===== src/sv/bpc_pkg.sv =====
`timescale 1ns / 1ps
// ----------------------------------------------------------------------------
// bpc_pkg
// shared types and constants of the button press classifier
// ----------------------------------------------------------------------------
package bpc_pkg;

  localparam int TICKS_W  = 12;
  localparam int TIME_W   = 16;
  localparam int CFG_W    = 16;
  localparam int CFG_AW   = 2;
  localparam int TDATA_W  = 8;

  localparam logic [TICKS_W-1:0] HOLD_MAX = '1;

  localparam logic [CFG_AW-1:0] REG_MIN_SHORT = 2'd0;
  localparam logic [CFG_AW-1:0] REG_MAX_SHORT = 2'd1;
  localparam logic [CFG_AW-1:0] REG_LONG      = 2'd2;
  localparam logic [CFG_AW-1:0] REG_DBL_WIN   = 2'd3;

  localparam logic [TICKS_W-1:0] MIN_SHORT_RST = 12'd10;
  localparam logic [TICKS_W-1:0] MAX_SHORT_RST = 12'd900;
  localparam logic [TICKS_W-1:0] LONG_RST      = 12'd2000;
  localparam logic [TIME_W-1:0]  DBL_WIN_RST   = 16'd300;

  typedef struct packed {
    logic [TICKS_W-1:0] min_short_ticks;
    logic [TICKS_W-1:0] max_short_ticks;
    logic [TICKS_W-1:0] long_ticks;
    logic [TIME_W-1:0]  double_window;
  } cfg_t;

  typedef struct packed {
    logic double_press;
    logic long_press;
    logic short_press;
  } res_t;

endpackage


===== src/sv/bpc_core.sv =====
`timescale 1ns / 1ps
// ----------------------------------------------------------------------------
// bpc_core
// press classification state and next-result logic, one item per step
// ----------------------------------------------------------------------------
module bpc_core #(
  parameter int TIME_LIMIT = 65000
) (
  input  logic          clk,
  input  logic          rst_n,
  input  logic          step,
  input  logic          tick,
  input  logic          key_level,
  input  bpc_pkg::cfg_t cfg,
  output bpc_pkg::res_t res
);

  localparam int TW = bpc_pkg::TIME_W;
  localparam int HW = bpc_pkg::TICKS_W;
  localparam logic [TW:0] LIMIT = (TW+1)'(TIME_LIMIT);

  logic [TW-1:0] time_r, time_nxt;
  logic [HW-1:0] hold_r, hold_nxt;
  logic          long_seen_r, long_seen_nxt;
  logic          pend_r, pend_nxt;
  logic [TW-1:0] first_r, first_nxt;

  logic [TW:0]   time_inc;
  logic [HW-1:0] hold_inc;
  logic [TW-1:0] elapsed;
  logic          short_ok;
  logic          mid_hold;

  always_comb begin
    time_nxt      = time_r;
    hold_nxt      = hold_r;
    long_seen_nxt = long_seen_r;
    pend_nxt      = pend_r;
    first_nxt     = first_r;
    res           = '0;

    time_inc = {1'b0, time_r} + 1'b1;
    if (time_inc > LIMIT) begin
      time_nxt = '0;
    end else begin
      time_nxt = time_inc[TW-1:0];
    end

    if (({1'b0, hold_r} < ({1'b0, cfg.long_ticks} + 1'b1)) &&
        (hold_r < bpc_pkg::HOLD_MAX)) begin
      hold_inc = hold_r + 1'b1;
    end else begin
      hold_inc = hold_r;
    end

    elapsed  = time_nxt - first_r;
    short_ok = (hold_r > cfg.min_short_ticks) && (hold_r < cfg.max_short_ticks);
    mid_hold = (hold_r >= cfg.max_short_ticks) && (hold_r < cfg.long_ticks);

    if (!tick) begin
      time_nxt = time_r;
    end else if (!key_level) begin
      // key held
      hold_nxt = hold_inc;
      if (hold_inc == cfg.long_ticks) begin
        hold_nxt      = '0;
        res.long_press = 1'b1;
        long_seen_nxt = 1'b1;
        pend_nxt      = 1'b0;
        first_nxt     = '0;
      end
    end else begin
      // key released
      if (short_ok) begin
        if (!long_seen_r) begin
          res.short_press = 1'b1;
          if (!pend_r) begin
            pend_nxt  = 1'b1;
            first_nxt = time_nxt;
          end else begin
            res.double_press = (elapsed < cfg.double_window);
            pend_nxt  = 1'b0;
            first_nxt = '0;
          end
        end
      end else if (mid_hold) begin
        pend_nxt  = 1'b0;
        first_nxt = '0;
      end else if (pend_r && (elapsed >= cfg.double_window)) begin
        pend_nxt  = 1'b0;
        first_nxt = '0;
      end
      hold_nxt      = '0;
      long_seen_nxt = 1'b0;
    end
  end

  always_ff @(posedge clk) begin
    if (!rst_n) begin
      time_r      <= '0;
      hold_r      <= '0;
      long_seen_r <= 1'b0;
      pend_r      <= 1'b0;
      first_r     <= '0;
    end else if (step) begin
      time_r      <= time_nxt;
      hold_r      <= hold_nxt;
      long_seen_r <= long_seen_nxt;
      pend_r      <= pend_nxt;
      first_r     <= first_nxt;
    end
  end

endmodule


===== src/sv/button_press_classifier_top.sv =====
`timescale 1ns / 1ps
// ----------------------------------------------------------------------------
// button_press_classifier_top
// short, long and double press detection from a ticked active-low key
// ----------------------------------------------------------------------------
// channel   dir  handshake         payload
// in_       in   tvalid / tready   tdata[0] tick, tdata[1] key_level
// out_      out  tvalid / tready   tdata[0] short, [1] long, [2] double
// cfg_      in   we                addr = register index, wdata
//
// one item per cycle sustained while out_tready stays high; an accepted item
// passes through the input register, then the result register, to the output
// the classifier state updates as the item moves into the result register
// a stalled output holds its item; in_tready drops only when both registers
// are full and out_tready is low
// synchronous active-low reset clears state and loads the register defaults
// ----------------------------------------------------------------------------
module button_press_classifier_top #(
  parameter int TIME_LIMIT = 65000
) (
  input  logic                         clk,
  input  logic                         rst_n,
  input  logic                         in_tvalid,
  output logic                         in_tready,
  input  logic [bpc_pkg::TDATA_W-1:0]  in_tdata,   // tick, key_level
  output logic                         out_tvalid,
  input  logic                         out_tready,
  output logic [bpc_pkg::TDATA_W-1:0]  out_tdata,  // short_press, long_press, double_press
  input  logic                         cfg_we,
  input  logic [bpc_pkg::CFG_AW-1:0]   cfg_addr,
  input  logic [bpc_pkg::CFG_W-1:0]    cfg_wdata
);

  bpc_pkg::cfg_t cfg_r;
  bpc_pkg::res_t res;
  bpc_pkg::res_t res_r;

  logic in_valid_r;
  logic tick_r;
  logic key_r;
  logic out_valid_r;
  logic out_adv;
  logic step;

  assign out_adv   = !out_valid_r || out_tready;
  assign step      = in_valid_r && out_adv;
  assign in_tready = !in_valid_r || out_adv;

  always_ff @(posedge clk) begin
    if (!rst_n) begin
      cfg_r.min_short_ticks <= bpc_pkg::MIN_SHORT_RST;
      cfg_r.max_short_ticks <= bpc_pkg::MAX_SHORT_RST;
      cfg_r.long_ticks      <= bpc_pkg::LONG_RST;
      cfg_r.double_window   <= bpc_pkg::DBL_WIN_RST;
    end else if (cfg_we) begin
      unique case (cfg_addr)
        bpc_pkg::REG_MIN_SHORT: cfg_r.min_short_ticks <= cfg_wdata[bpc_pkg::TICKS_W-1:0];
        bpc_pkg::REG_MAX_SHORT: cfg_r.max_short_ticks <= cfg_wdata[bpc_pkg::TICKS_W-1:0];
        bpc_pkg::REG_LONG:      cfg_r.long_ticks      <= cfg_wdata[bpc_pkg::TICKS_W-1:0];
        bpc_pkg::REG_DBL_WIN:   cfg_r.double_window   <= cfg_wdata[bpc_pkg::TIME_W-1:0];
        default: ;
      endcase
    end
  end

  always_ff @(posedge clk) begin
    if (!rst_n) begin
      in_valid_r <= 1'b0;
    end else if (in_tready) begin
      in_valid_r <= in_tvalid;
    end
  end

  always_ff @(posedge clk) begin
    if (in_tready && in_tvalid) begin
      tick_r <= in_tdata[0];
      key_r  <= in_tdata[1];
    end
  end

  bpc_core #(
    .TIME_LIMIT (TIME_LIMIT)
  ) u_core (
    .clk       (clk),
    .rst_n     (rst_n),
    .step      (step),
    .tick      (tick_r),
    .key_level (key_r),
    .cfg       (cfg_r),
    .res       (res)
  );

  always_ff @(posedge clk) begin
    if (!rst_n) begin
      out_valid_r <= 1'b0;
    end else if (out_adv) begin
      out_valid_r <= in_valid_r;
    end
  end

  always_ff @(posedge clk) begin
    if (step) begin
      res_r <= res;
    end
  end

  assign out_tvalid = out_valid_r;
  assign out_tdata  = {{(bpc_pkg::TDATA_W-3){1'b0}},
                       res_r.double_press, res_r.long_press, res_r.short_press};

endmodule

===== config.mk =====
export PLATFORM = sky130hd
export DESIGN_NAME = button_press_classifier_top
export DESIGN_NICKNAME = d
export VERILOG_FILES = /design/src/sv/bpc_pkg.sv /design/src/sv/bpc_core.sv /design/src/sv/button_press_classifier_top.sv
export SDC_FILE = /design/constraint.sdc
export NUM_CORES = 1
export LEC_CHECK = 0
export BUFFER_PORTS_ARGS = -buffer_cell sky130_fd_sc_hd__buf_4
export CORE_UTILIZATION = 25
export CTS_CLUSTER_DIAMETER = 40
export DETAILED_ROUTE_END_ITERATION = 10
export GPL_TIMING_DRIVEN = 0
export PLACE_DENSITY = 0.49
export SKIP_CTS_REPAIR_TIMING = 1
export SLEW_MARGIN = 30
export SYNTH_ARGS = -nofsm -noshare
export SYNTH_HDL_FRONTEND = slang
export SYNTH_SLANG_ARGS = --single-unit

===== constraint.sdc =====
create_clock -name clk -period 18.5 [get_ports clk]
set_input_delay 0 -clock clk [delete_from_list [all_inputs] [get_ports clk]]
set_output_delay 0 -clock clk [all_outputs]
set_load 0.05 [all_outputs]

## After elaboration in Yosys (flattened, before gate mapping)

Index checks and enable logic that the tools add are counted.

| operators by class | value |
|---|---|
| bitwise gates (word level) | 4 |
| muxes and demuxes | 22 |
| multipliers | 0 |
| $lt $le $gt $ge | 9 |
| equality and inequality tests | 6 |
| reductions and logical operators | 22 |
| add/subtract/negate cells | 4 |
| shifts and indexed selects | 0 |
| divide/modulo/power cells | 0 |

Operator list:

| operator | number |
|---|---|
| 16-bit two-way mux | 8 |
| 12-bit two-way mux | 3 |
| 12-bit < comparator | 2 |
| 16-bit by 1-bit adder with 17-bit output, second input constant | 1 |
| 17-bit by 16-bit greater-than comparator with 1-bit output, second input constant | 1 |
| 16-bit greater-or-equal comparator | 1 |
| 16-bit < comparator | 1 |
| 16-bit subtractor | 1 |
| 12-bit by 1-bit adder with 13-bit output, second input constant | 1 |
| 12-bit by 13-bit < comparator with 1-bit output | 1 |
| 12-bit by 1-bit adder with 12-bit output, second input constant | 1 |
| 12-bit == test | 1 |
| 12-bit greater-or-equal comparator | 1 |
| 12-bit greater-than comparator | 1 |
| 12-bit < comparator, second input constant | 1 |
| 1-bit two-way mux | 11 |
| 2-bit AND reduction | 5 |
| 1-bit logical AND | 6 |
| 3-bit AND reduction | 2 |
| 5-bit AND reduction | 1 |
| 5-bit OR reduction | 1 |
| 2-bit == test, second input constant | 2 |
| 4-bit by 1-bit != test with 1-bit output, second input constant | 1 |
| 1-bit inverter | 4 |
| other kinds (7) | 9 |

| word-level totals | value |
|---|---|
| memory bits (read-only) | 0 |
| bits of input ports | 31 |
| logic and storage cells | 83 |
| bits in latches | 0 |
| RAM bits | 0 |
| memories kept | 0 |
| register bits after elaboration | 105 |

## Logic depth before layout (Yosys ltp)

Gate-level depths: netlist of the first run.

| depth | value |
|---|---|
| word-level depth | 10 |
| mapped depth | 34 |
| gate-level depth less buffers | 30 |

## Modules after synthesis

A second synthesis of the first run with hierarchy kept.

| unflattened totals | value |
|---|---|
| cells, all modules | 1018 |
| area total of the unflattened synthesis | 8076.5 um^2 |

Modules (own cells, without submodules):

| module | instances | area each (um^2) | cells each |
|---|---|---|---|
| bpc_core | 1 | 5745.5 | 793 |
| button_press_classifier_top | 1 | 2331.0 | 225 |

## Least setup slack after synthesis of the first run

No wires, ideal clock.

| timing path | value |
|---|---|
| path type | register to register |
| from | register u_core.time_r[0] |
| to | register u_core.first_r[2] |
| period minus slack after synthesis | 6773 ps |
| library setup time | 70 ps |
| setup slack | 11727 ps |
| stages on the path, launching flop included | 35 |
| data arrival time | 6703 ps |
| cell sequence | dfxtp_1 -> ha_1 -> clkbuf_1 -> and2_1 -> clkbuf_1 -> o211a_1 -> a21oi_1 -> a2111oi_0 -> o211a_1 -> a41o_1 -> clkbuf_1 -> clkbuf_1 -> nor2_1 -> ha_1 -> nor2b_1 -> o21ai_0 -> a21boi_0 -> o21ai_0 -> a211o_1 -> nand2_1 -> o41a_1 -> a21o_1 -> a21oi_1 -> xnor2_1 -> ha_1 -> and4_1 -> nand4_1 -> a311o_1 -> a21oi_1 -> nor2_1 -> a221o_1 -> nand2b_1 -> or2_1 -> buf_2 -> o2bb2ai_1 |

| between the ends | value |
|---|---|
| longest elaborated chain between the ends | 8 |
| elaborated cells on any way between the ends | 12 |

Ends and longest elaborated chain:

| item | RTL line | source |
|---|---|---|
| start: declaration | bpc_core.sv:22 | `logic [TW-1:0] time_r, time_nxt;` |
| start signal: assignment | bpc_core.sv:106 | `time_r <= time_nxt;` |
| 16-bit by 1-bit adder with 17-bit output * | bpc_core.sv:42 | `time_inc = {1'b0, time_r} + 1'b1;` |
| 17-bit by 16-bit greater-than comparator with 1-bit output | bpc_core.sv:43 | `if (time_inc > LIMIT) begin` |
| 16-bit two-way mux * | bpc_core.sv:43 |  |
| 16-bit subtractor | bpc_core.sv:56 | `elapsed = time_nxt - first_r;` |
| 16-bit greater-or-equal comparator | bpc_core.sv:89 | `end else if (pend_r && (elapsed >= cfg.double_window)) begin` |
| 1-bit logical AND | bpc_core.sv:89 |  |
| 4-bit by 1-bit != test with 1-bit output (no line) | n/a |  |
| 5-bit AND reduction (no line) | n/a |  |
| end signal: assignment | bpc_core.sv:110 | `first_r <= first_nxt;` |
| end: declaration | bpc_core.sv:26 | `logic [TW-1:0] first_r, first_nxt;` |

Mark *: on every way between the ends. The rest lies on a longest branch, timed or not. The select of a mux whose other input is x is not followed.
A chain may end at the register's enable or synchronous reset.

## Worst setup path after layout of the first run

Same ends and word-level chain as after synthesis.

==> results of run 1 <==
-- worst min-delay path by stage --
stage | startpoint | to | slack (ps) | cells after the start
after detailed placement | in_tdata[1] | key_r$_DFFE_PP_ | 180 | 1
after floorplan | in_tdata[1] | key_r$_DFFE_PP_ | 100 | 0
after CTS | in_tdata[0] | tick_r$_DFFE_PP_ | -190 | 1
after global routing | cfg_addr[1] | cfg_r[44]$_SDFFE_PN0P_ | 110 | 4
final | cfg_addr[1] | cfg_r[44]$_SDFFE_PN0P_ | 60 | 4
after global placement | in_tdata[0] | tick_r$_DFFE_PP_ | 190 | 1
-- worst max-delay path, delay by kind of cell, from the launching register on --
kind | cells | cell delay [ps]
AO/OA/AOI/OAI | 16 | 4020
XOR/XNOR | 1 | 110
adder cells (fa/ha/maj) | 3 | 820
buffers and inverters | 5 | 1480
flip-flops | 1 | 510
AND/OR/NAND/NOR | 9 | 1410
-- flip-flops by register name, summed over array words and instances, names as in the netlist --
| signal | cells |
|---|---|
| tick_r | 1 |
| in_valid_r | 1 |
| u_core.first_r | 16 |
| key_r | 1 |
| u_core.long_seen_r | 1 |
| out_tdata | 3 |
| cfg_r | 52 |
| u_core.hold_r | 12 |
| u_core.time_r | 16 |
| out_tvalid | 1 |
| u_core.pend_r | 1 |
-- power breakdown --
group | switching, mW | internal [mW] | total [mW]
registers | 0.00423 | 0.233 | 0.237
logic | 0.0375 | 0.0257 | 0.0632
clock network | 0.0936 | 0.119 | 0.213
-- layer usage --
layer | share of wire (%) | track usage [%] | wire length [microns] | up-vias
li1 | - | - | - | 3502
met1 | 50 | 20.2 | 11400 | 3201
met2 | 46 | 24.4 | 10500 | 92
met3 | 2.8 | 1.69 | 631 | 20
met4 | 1.2 | 3.56 | 275 | 0
met5 | 0 | 0 | 0 | -
-- cells by family (layout without fill, tap and decap cells) --
kind of cell,count (synthesis),after routing,synth area share [%]
AO/OA/AOI/OAI,213,213,20.8
adder cells (fa/ha/maj),83,83,13.6
other,1,5,0.0487
flip-flops,105,105,27.9
multiplexers,4,4,0.552
buffers and inverters,126,190,6.89
AND/OR/NAND/NOR,375,375,23.7
XOR/XNOR,57,57,6.48
-- area by class of cell --
cell class / count / area (sq um)
Sequential cell: 105 / 2150
Buffer: 51 / 249
Clock inverter: 5 / 78.8
Clock buffer: 11 / 233
Fill cell: 3272 / 21000
Multi-Input combinational cell: 737 / 5040
Tap cell: 390 / 488
Inverter: 75 / 282
Timing Repair Buffer: 48 / 410
-- synth_stat cells, drive strengths merged (6+ instances only) --
cell,number,area share [%]
o21a,6,0.58
inv,75,3.7
a211oi,7,0.68
nand3,36,2.4
xnor2,40,4.5
xor2,17,1.9
ha,82,13
nor4,10,1.0
and3,12,1.0
and2,8,0.65
nor2,58,2.9
clkbuf,34,1.7
nor2b,19,1.5
nand4,19,1.5
a21oi,38,2.5
a21o,12,1.2
dfxtp,100,26
nand2,157,7.7
o21ai,32,2.1
o2bb2ai,14,2.4
nand2b,8,0.65
nor3,18,1.2
o211ai,21,2.0
buf,17,1.6
a21boi,42,4.1
==> results.cfg, run 1 <==
[clocking]
htreeDepth = 3
cts_tree = done
clock_path_buffers = 2
clock_latency_ps = 360
clk_pin_slew_ps = 80
cts.sinks = 105
clockRootBuffer = clkbuf_16
cts_buffers = 9

[floorplanning]
row_count = 63
die_area_sq_um = 31500
die_w_microns = 178
core-area_sq_um = 30000
io_pins = 41
chipHeight_microns = 178
initial_core_util_pct = 25.7

[placement]
pre_cts_slack_ps = 10170
place_area_sq_um = 8420
dp_hpwl_microns = 17600
gp_congestion = 0.814
dp.cells = 1386
portBuffers = 28

[worst_setup_path]
cpPeakStageDelay_ps = 510
crit_type = reg2reg
critPathLaunchType = flop
end_kind = flop
cpMostUsedCell = clkbuf_1
cpMaxStageDelayCell = dfxtp_1
arrival_ps = 8700
worstSetupEndpoint = u_core.first_r[2]$_SDFFE_PN0P_
crit_path_start = u_core.time_r[0]$_SDFFE_PN0P_
reg2reg_depth = 34
required_ps = 18790
cp_max_fo = 10
r2r-start = u_core.time_r[0]$_SDFFE_PN0P_
worstReg2RegEnd = u_core.first_r[2]$_SDFFE_PN0P_
r2r_setup_slack_ps = 10090

[timing]
clock_skew_ps = 13.1
final.setup.tns_ps = 0
period_needed_ps = 8410
rsz0062_at_grt = false
max_freq_mhz = 119
holdWs_ps = 58.4
slew_viol_final = 0
hold_viol_final = 0
worst_pin_slew_ps = 751
relSlewSlack_pct = 49.9
fin_ws_ps = 10090
setup_viol = 0
period_share_pct = 45.5

[final_layout]
final_nets = 1141
utilization_pct = 29.8
area_growth_pct = 15.9
final_cells = 1422
antenna_cells = 0
final_common_cell = nand2_1
fin_area_sq_um = 8930
drive_above_1_share_pct = 8.53
layout_common_cells = 156 x nand2_1, 100 x dfxtp_1, 82 x ha_1

[synth]
synth_enable_flop_cells = 5
synthDistinctLibCells = 81
async_flop_share_pct = 0
ys.flop_type = dfxtp_1
synth_area_sq_um = 7700
ys_seq_elements = 105
ys_warn_count = 0
ys_seq_area_share_pct = 27.9
avgSynthCellArea_sq_um = 7.99
netlist_instances = 964

[global_route]
antenna_found_initial = 0
overflow = 0
grt_max_degree = 17
grt_usage_pct = 14.7
grt_pass1_vias = 6382
grt_pass1_wl_microns = 35900

[run]
maxCapViolCount = 0

[route]
vias = 6815
routed_wl_microns = 22800
drt_pass1_iterations = 5
drc = 0
drt_iter0_drc = 371
antenna_left = 0
wl_per_cell_microns = 16.0
via_per_inst = 4.79

[pwr]
ir_worst_vdd_mv = 0.0445
total_power_mw = 0.513
p_leak_nw = 3.51
p_per_area_nw_per_um2 = 57.5

[worst_hold_path]
hold_path.class = in2reg

[status]
status = finished clean
Power figures use the tool's default switching activity.
==> run 2, diff against run 1 <==
clock period = 8.02 ns   (was 18.5 ns; I/O delays follow)
==> run 2 against run 1 <==
Routed wire length grew 0.33%. Cell count hardly changed. First-iteration DRC count up 4.6%. Register-to-register slack lost 9600 ps. Clock power grew 130%. Highest routed layer unchanged. Worst setup slack got worse by 9600 ps. Maximum frequency rose by 12%. Combinational power increased by 130%.
==> results.cfg, run 2 (synthesized netlist as in run 1, its figures left out) <==
[pwr]
ir_worst_vdd_mv = 0.103
p_per_area_nw_per_um2 = 132
p_leak_nw = 3.52

[floorplanning]
chipHeight_microns = 178
die_area_sq_um = 31500
initial_core_util_pct = 25.7
io_pins = 41
row_count = 63
die_w_microns = 178
core-area_sq_um = 30000

[global_route]
grt_pass1_vias = 6382
overflow = 0
grt_usage_pct = 14.7
grt_pass1_wl_microns = 35900
antenna_found_initial = 0
grt_max_degree = 17

[status]
status = finished clean

[route]
vias = 6831
antenna_left = 0
wl_per_cell_microns = 16.1
drt_pass1_iterations = 5
via_per_inst = 4.81
drc = 0
routed_wl_microns = 22900
drt_iter0_drc = 388

[run]
maxCapViolCount = 0

[timing]
slew_viol_final = 0
holdWs_ps = 57.1
setup_viol = 0
worst_pin_slew_ps = 756
hold_viol_final = 0
period_needed_ps = 7480
clock_skew_ps = 13.3
period_share_pct = 93.3
max_freq_mhz = 134
relSlewSlack_pct = 49.6
rsz0062_at_grt = false

[placement]
dp_hpwl_microns = 17600
gp_congestion = 0.814
place_area_sq_um = 8420
portBuffers = 28

[worst_setup_path]
cpMaxStageDelayCell = or4_1
crit_path_start = u_core.time_r[6]$_SDFFE_PN0P_
cpMostUsedCell = o21ai_0
path_delay_family = compound AO/OA/AOI/OAI gates
cpPeakStageDelay_ps = 430
end_kind = flop
critPathLaunchType = flop
required_ps = 8310
crit_type = reg2reg
cp_max_fo = 10
critPathBufInv = 3
r2r-start = u_core.time_r[6]$_SDFFE_PN0P_
arrival_ps = 7770

[clocking]
clockRootBuffer = clkbuf_16
clock_path_buffers = 2
clk_pin_slew_ps = 80
cts_buffers = 9
clock_latency_ps = 360
cts_tree = done
htreeDepth = 3
cts.sinks = 105

[final_layout]
utilization_pct = 30.0
top_regs = cfg_r (52), u_core.first_r (16), u_core.time_r (16)
area_growth_pct = 16.7
final_nets = 1140
antenna_cells = 0
largest_register_ffs = 52
final_common_cell = nand2_1
drive_above_1_share_pct = 9.60
layout_common_cells = 156 x nand2_1, 99 x dfxtp_1, 81 x ha_1
top_register = cfg_r
fin_area_sq_um = 8990

[worst_hold_path]
hold_start = cfg_addr[1]
hold_path.class = in2reg
==> run 2: final timing paths <==
path / end / slack [ps] / cells after the start
max: u_core.first_r[2]$_SDFFE_PN0P_ / 540 / 30
min: cfg_r[44]$_SDFFE_PN0P_ / 60 / 4
max reg2reg: u_core.first_r[2]$_SDFFE_PN0P_ / 540 / 30
min reg2reg: cfg_r[48]$_SDFFE_PN0P_ / 460 / 2
==> run 2: layer usage <==
metal,vias up,GRT usage (%),share of wire (%)
met5,-,0,0
met4,0,3.56,1.2
met3,20,1.69,2.7
met2,95,24.4,46
met1,3213,20.2,50
li1,3503,-,-
==> run 2: report_power, final <==
part / internal (mW) / leakage, nW / switching [mW] / total, mW
registers: 0.537 / 0.859 / 0.00978 / 0.547
logic: 0.0592 / 2.51 / 0.0871 / 0.146
clock network: 0.275 / 0.154 / 0.215 / 0.490
total: 0.871 / 3.52 / 0.312 / 1.18
==> run 2: cell type report <==
type / instances / area (sq um)
Multi-Input combinational cell: 737 / 5090
Clock inverter: 5 / 78.8
Tap cell: 390 / 488
Buffer: 48 / 241
Fill cell: 3278 / 21000
Sequential cell: 105 / 2150
Timing Repair Buffer: 50 / 425
Inverter: 75 / 282
Clock buffer: 11 / 233
==> run 2: worst min-delay path, cell delays in order <==
cell      delay (ps)
buf_4            110
nor3b_1          110
nand2_1           80
a21boi_0          60
==> run 2: through the flow <==
| step | total power, mW | cells | TNS [ps] | setup slack (ps) |
|---|---|---|---|---|
| after floorplan | 0.648 | 968 | 0 | 1250 |
| after global placement | 0.697 | 1386 | -5240 | -456 |
| after detailed placement | 0.698 | 1386 | -2990 | -307 |
| after CTS | 1.19 | 1402 | -3840 | -365 |
| after global routing | 1.23 | 1421 | 0 | 15.7 |
| final | 1.18 | 1421 | 0 | 541 |
